$ cat src/hw/rtl/zhe_pkg.sv
// Package with the item types, opcodes and table sizes of the zone evaluator.
`timescale 1ns / 1ps
package zhe_pkg;

    localparam int ZONES     = 32;
    localparam int INTERVALS = 4;
    localparam int AXES      = 2;
    localparam int LINES     = 32;

    localparam int ZW  = $clog2(ZONES);
    localparam int IW  = (INTERVALS > 1) ? $clog2(INTERVALS) : 1;
    localparam int IAW = ZW + IW;

    typedef enum logic [2:0] {
        OP_WRITE_IVL  = 3'd0,
        OP_WRITE_ZONE = 3'd1,
        OP_ARM        = 3'd2,
        OP_DISARM     = 3'd3,
        OP_EVAL       = 3'd4
    } opcode_t;

    typedef struct packed {
        logic [2:0]         opcode;
        logic [5:0]         slot;
        logic [2:0]         sub_index;
        logic [4:0]         axis_or_line;
        logic [3:0]         flag_bits;
        logic signed [31:0] value_a;
        logic signed [31:0] value_b;
        logic signed [31:0] distance_axis0;
        logic signed [31:0] distance_axis1;
        logic signed [31:0] displacement_axis0;
        logic signed [31:0] displacement_axis1;
    } item_t;

    typedef struct packed {
        logic [31:0] fired_mask;
        logic [31:0] level_line_mask;
    } result_t;

    typedef struct packed {
        logic signed [31:0] lo;
        logic signed [31:0] hi;
        logic               has_lo;
        logic               has_hi;
        logic [4:0]         axis;
    } ivl_t;

    typedef struct packed {
        logic signed [31:0] wrap;
        logic signed [31:0] hyst;
        logic [2:0]         count;
        logic [4:0]         line;
        logic [3:0]         flags;
    } zone_t;

endpackage

$ cat src/hw/rtl/zhe_front.sv
// Input queue that accepts items and hands them to the execution engine.
`timescale 1ns / 1ps
module zhe_front
    import zhe_pkg::*;
(
    input  logic  clk,
    input  logic  rst_n,
    input  logic  start,
    input  item_t item,
    output logic  busy,
    output logic  q_valid,
    output item_t q_item,
    input  logic  q_pop
);

    item_t      mem_reg [2];
    logic       wr_ptr_reg, wr_ptr_next;
    logic       rd_ptr_reg, rd_ptr_next;
    logic [1:0] cnt_reg, cnt_next;
    logic       push;
    logic       pop;

    assign busy    = (cnt_reg == 2'd2);
    assign push    = start && !busy;
    assign q_valid = (cnt_reg != 2'd0);
    assign pop     = q_pop && q_valid;
    assign q_item  = mem_reg[rd_ptr_reg];

    always_comb
    begin
        wr_ptr_next = push ? ~wr_ptr_reg : wr_ptr_reg;
        rd_ptr_next = pop ? ~rd_ptr_reg : rd_ptr_reg;
        cnt_next    = cnt_reg + {1'b0, push} - {1'b0, pop};
    end

    always_ff @(posedge clk)
    begin
        if (push)
        begin
            mem_reg[wr_ptr_reg] <= item;
        end
    end

    always_ff @(posedge clk or negedge rst_n)
    begin
        if (!rst_n)
        begin
            wr_ptr_reg <= 1'b0;
            rd_ptr_reg <= 1'b0;
            cnt_reg    <= 2'd0;
        end
        else
        begin
            wr_ptr_reg <= wr_ptr_next;
            rd_ptr_reg <= rd_ptr_next;
            cnt_reg    <= cnt_next;
        end
    end

endmodule

$ cat config.mk
export PLATFORM = sky130hd
export DESIGN_NAME = zhe_front
export DESIGN_NICKNAME = d
export VERILOG_FILES = /design/src/hw/rtl/zhe_pkg.sv /design/src/hw/rtl/zhe_front.sv
export SDC_FILE = /design/constraint.sdc
export NUM_CORES = 1
export LEC_CHECK = 0
export BUFFER_PORTS_ARGS = -buffer_cell sky130_fd_sc_hd__buf_4
export CORE_MARGIN = 2
export CORE_UTILIZATION = 52
export DETAILED_ROUTE_END_ITERATION = 8
export GPL_TIMING_DRIVEN = 0
export PLACE_DENSITY = 0.79
export RECOVER_POWER = 100
export SLEW_MARGIN = 0
export SYNTH_ARGS = -nofsm -noshare
export SYNTH_HDL_FRONTEND = slang
export SYNTH_SLANG_ARGS = --single-unit
export TNS_END_PERCENT = 10
$ cat constraint.sdc
create_clock -name clk -period 12.4 [get_ports clk]
set_input_delay 0.62 -clock clk [delete_from_list [all_inputs] [get_ports clk]]
set_output_delay 0.62 -clock clk [all_outputs]
set_load 0.02 [all_outputs]
==> out/summary.json <==
{
  "status": {"value": "finished, violations left"},
  "failing_checks": {"value": "capacitance limit, slew limit"},
  "worstHoldPathType": {"value": "primary input to register"},
  "via_count": {"value": 8255},
  "cellLeakagePower": {"value": 7.39, "unit": "nW"},
  "post-dp-hpwl": {"value": 24500, "unit": "um"},
  "pin_count": {"value": 432},
  "synth_commonest_cells": {"value": "426 x edfxtp_1, 160 x mux2_4, 53 x mux2_2"},
  "pre_cts_worst_setup_slack": {"value": 9.88, "unit": "ns"},
  "tritoncts": {"value": "yes"},
  "syn-cell-area": {"value": 16200, "unit": "um2"},
  "path_class": {"value": "register to register"},
  "drt_iter0_markers": {"value": 484},
  "finClkSkew": {"value": 0.0158, "unit": "ns"},
  "post-synth-top-area-cell": {"value": "edfxtp_1"},
  "most_used_dff_post_synth": {"value": "edfxtp_1"},
  "power.density_cell_area": {"value": 246, "unit": "nW/um2"},
  "clock_tree.buffer_depth": {"value": 3},
  "seq_area_frac_synth": {"value": 79.4, "unit": "%"},
  "tritoncts_num_sinks": {"value": 430},
  "maximum_fanout_encountered_on_the_critical_timing_path": {"value": 33},
  "cts_repair_resize_count": {"value": 0},
  "maxClockFrequency": {"value": 156, "unit": "MHz"},
  "aggregate_routed_wire_length": {"value": 34500, "unit": "um"},
  "finalWorstPathRequiredPeriod": {"value": 6.39, "unit": "ns"},
  "port_buffers": {"value": 431},
  "post_drt_antenna_nets": {"value": 0},
  "post-route-period-util": {"value": 51.5, "unit": "%"},
  "timing.critical_path.from_type": {"value": "register"},
  "max-slew-margin-rel": {"value": -147, "unit": "%"},
  "maxCapViolCount": {"value": 9},
  "root_buffer": {"value": "clkbuf_16"},
  "worst_hold_startpoint": {"value": "item[41]"},
  "synth.area.top_cells": {"value": "edfxtp_1 79%, mux2_4 15%, mux2_2 3.7%, buf_6 1.3%, dfrtp_1 0.62%"},
  "ys_seq_elements": {"value": 430},
  "setup_viol": {"value": 0},
  "hold_ws": {"value": 0.301, "unit": "ns"},
  "final_cell_area": {"value": 20300, "unit": "um2"},
  "core": {"value": 30700, "unit": "um2"},
  "floorplan.initialDensity": {"value": 52.9, "unit": "%"},
  "grt_use_total": {"value": 20.3, "unit": "%"},
  "clk-insertion-delay-late": {"value": 0.52, "unit": "ns"},
  "worst-endpoint-required": {"value": 12.50, "unit": "ns"},
  "yosys_warnings": {"value": 0},
  "gp_congestion": {"value": 0.744},
  "synth_async_sr_flop_share": {"value": 0.930, "unit": "%"},
  "ir_worst_vdd": {"value": 0.185, "unit": "mV"},
  "syn-instance-count": {"value": 681},
  "placed_area": {"value": 20200, "unit": "um2"},
  "cts_htree_levels": {"value": 2},
  "num-fill-cells": {"value": 2231},
  "cts_setup_buffers": {"value": 0},
  "cts_inserted_buffers": {"value": 43},
  "synth_edf_count": {"value": 426},
  "number_of_buffers_inserted_for_hold_repair_after_clock_tree_synthesis": {"value": 1},
  "rsz0062_at_grt": {"value": "false"},
  "worst_setup_hold_path_clk_slew": {"value": 0.06, "unit": "ns"},
  "timing.final.hold_violations": {"value": 0},
  "floorplan.die.height": {"value": 181, "unit": "um"},
  "rows": {"value": 64},
  "grt_pass1_wl": {"value": 50100, "unit": "um"},
  "die_w": {"value": 181, "unit": "um"},
  "synth_top_area_share": {"value": 78.8, "unit": "%"},
  "avgSynthCellArea": {"value": 23.8, "unit": "um2"},
  "end_kind": {"value": "register"},
  "detail_route.wl_per_cell": {"value": 21.5, "unit": "um"},
  "synth.lib_cells_used.distinct": {"value": 16},
  "remaining_drc_errors": {"value": 0},
  "maximum_number_of_pins_on_one_net_before_global_route_repair": {"value": 66},
  "fin_ws": {"value": 6.01, "unit": "ns"},
  "design.die.area": {"value": 32600, "unit": "um2"},
  "synth.most_common_cell": {"value": "edfxtp_1"},
  "antenna_found_initial": {"value": 5},
  "timing.rr.start": {"value": "cnt_reg[1]"},
  "timing_worst_slew_pin_value": {"value": 3.71, "unit": "ns"},
  "mappedNetlistNets": {"value": 900},
  "grt_overflow": {"value": 0},
  "startpoint": {"value": "cnt_reg[1]"},
  "largest_reg_flops": {"value": 426},
  "drt_pass1_iterations": {"value": 4},
  "first_global_vias": {"value": 8639},
  "final_max_slew_viol_count": {"value": 334},
  "final_layout_size_suffix_gt1_share": {"value": 38.9, "unit": "%"},
  "fin_total_pwr": {"value": 5.01, "unit": "mW"},
  "detail_route.vias_per_cell": {"value": 5.16},
  "design.final.nets": {"value": 1387},
  "area_growth": {"value": 25.3, "unit": "%"},
  "timing.critical_path.arrival": {"value": 6.49, "unit": "ns"}
}
==> through the flow <==
stage | std cells | TNS (ns) | utilization (%)
floorplan | 681 | 0 | -
global placement | 1508 | -602.27 | 65.1
detailed placement | 1518 | 0 | 65.9
CTS | 1594 | 0 | 70.1
global route | 1599 | 0 | 66.3
finish | 1599 | 0 | 66.3
==> power breakdown <==
group          switching [mW]  internal, mW  leakage, nW
logic                    1.07         0.676         2.76
clock network           0.498         0.689        0.625
registers              0.0677          2.01         4.00
==> layout make-up <==
| class | count | area [um2] | area share (%) |
|---|---|---|---|
| Clock inverter | 16 | 105 | 0.517 |
| Buffer | 24 | 90.1 | 0.443 |
| Clock buffer | 59 | 1190 | 5.85 |
| Antenna cell | 5 | 12.5 | 0.0615 |
| Multi-Input combinational cell | 225 | 2550 | 12.6 |
| Sequential cell | 430 | 12900 | 63.4 |
| Timing Repair Buffer | 442 | 2990 | 14.7 |
| Tap cell | 396 | 495 | 2.44 |
| Inverter | 2 | 7.51 | 0.0369 |
==> cells by family after synthesis <==
group | Yosys count | share of synthesized area (%)
flops | 430 | 79.4
mux | 213 | 18.5
buf+inv | 26 | 1.52
simple gates | 6 | 0.200
xor+xnor | 4 | 0.216
fa+ha+maj | 2 | 0.154
==> path summary, 6_finish.rpt <==
kind	end	slack, ns	cells past startpoint
min	mem_reg[0][41]	0.30	1
max	mem_reg[0][43]	6.01	6
max in group asynchronous	cnt_reg[1]	11.72	2
min reg2reg	wr_ptr_reg	0.52	1
max reg2reg	mem_reg[0][43]	6.01	6
min in group asynchronous	cnt_reg[0]	0.49	2
==> worst max-delay path, stage by stage (launching register included) <==
cell	delay [ns]
dfrtp_1	0.41
nand2b_1	0.15
nand2_1	0.13
nor2_1	1.23
clkbuf_1	1.13
clkbuf_1	1.38
clkbuf_1	1.48
==> placed cells by master (no fill, tap or decap), drive strengths merged <==
cell and instances:
edfxtp 426, clkbuf 346, mux2 213, buf 178, clkinv 12, diode 5, dfrtp 4, xnor2 3
clkinvlp 3, inv 2, ha 2, or2 1, and2 1, nand2b 1, nand2 1, and3 1
nor2 1, xor2 1, bufinv 1, dlygate4sd3 1
==> routing by layer <==
layer | vias up | share of wire (%) | track usage, %
met5 | - | 0 | 0
met4 | 0 | 4.0 | 9.00
met3 | 90 | 7.9 | 5.46
met2 | 353 | 52 | 36.5
met1 | 4109 | 36 | 22.4
li1 | 3703 | - | -
(Power assumes the default switching activity.)
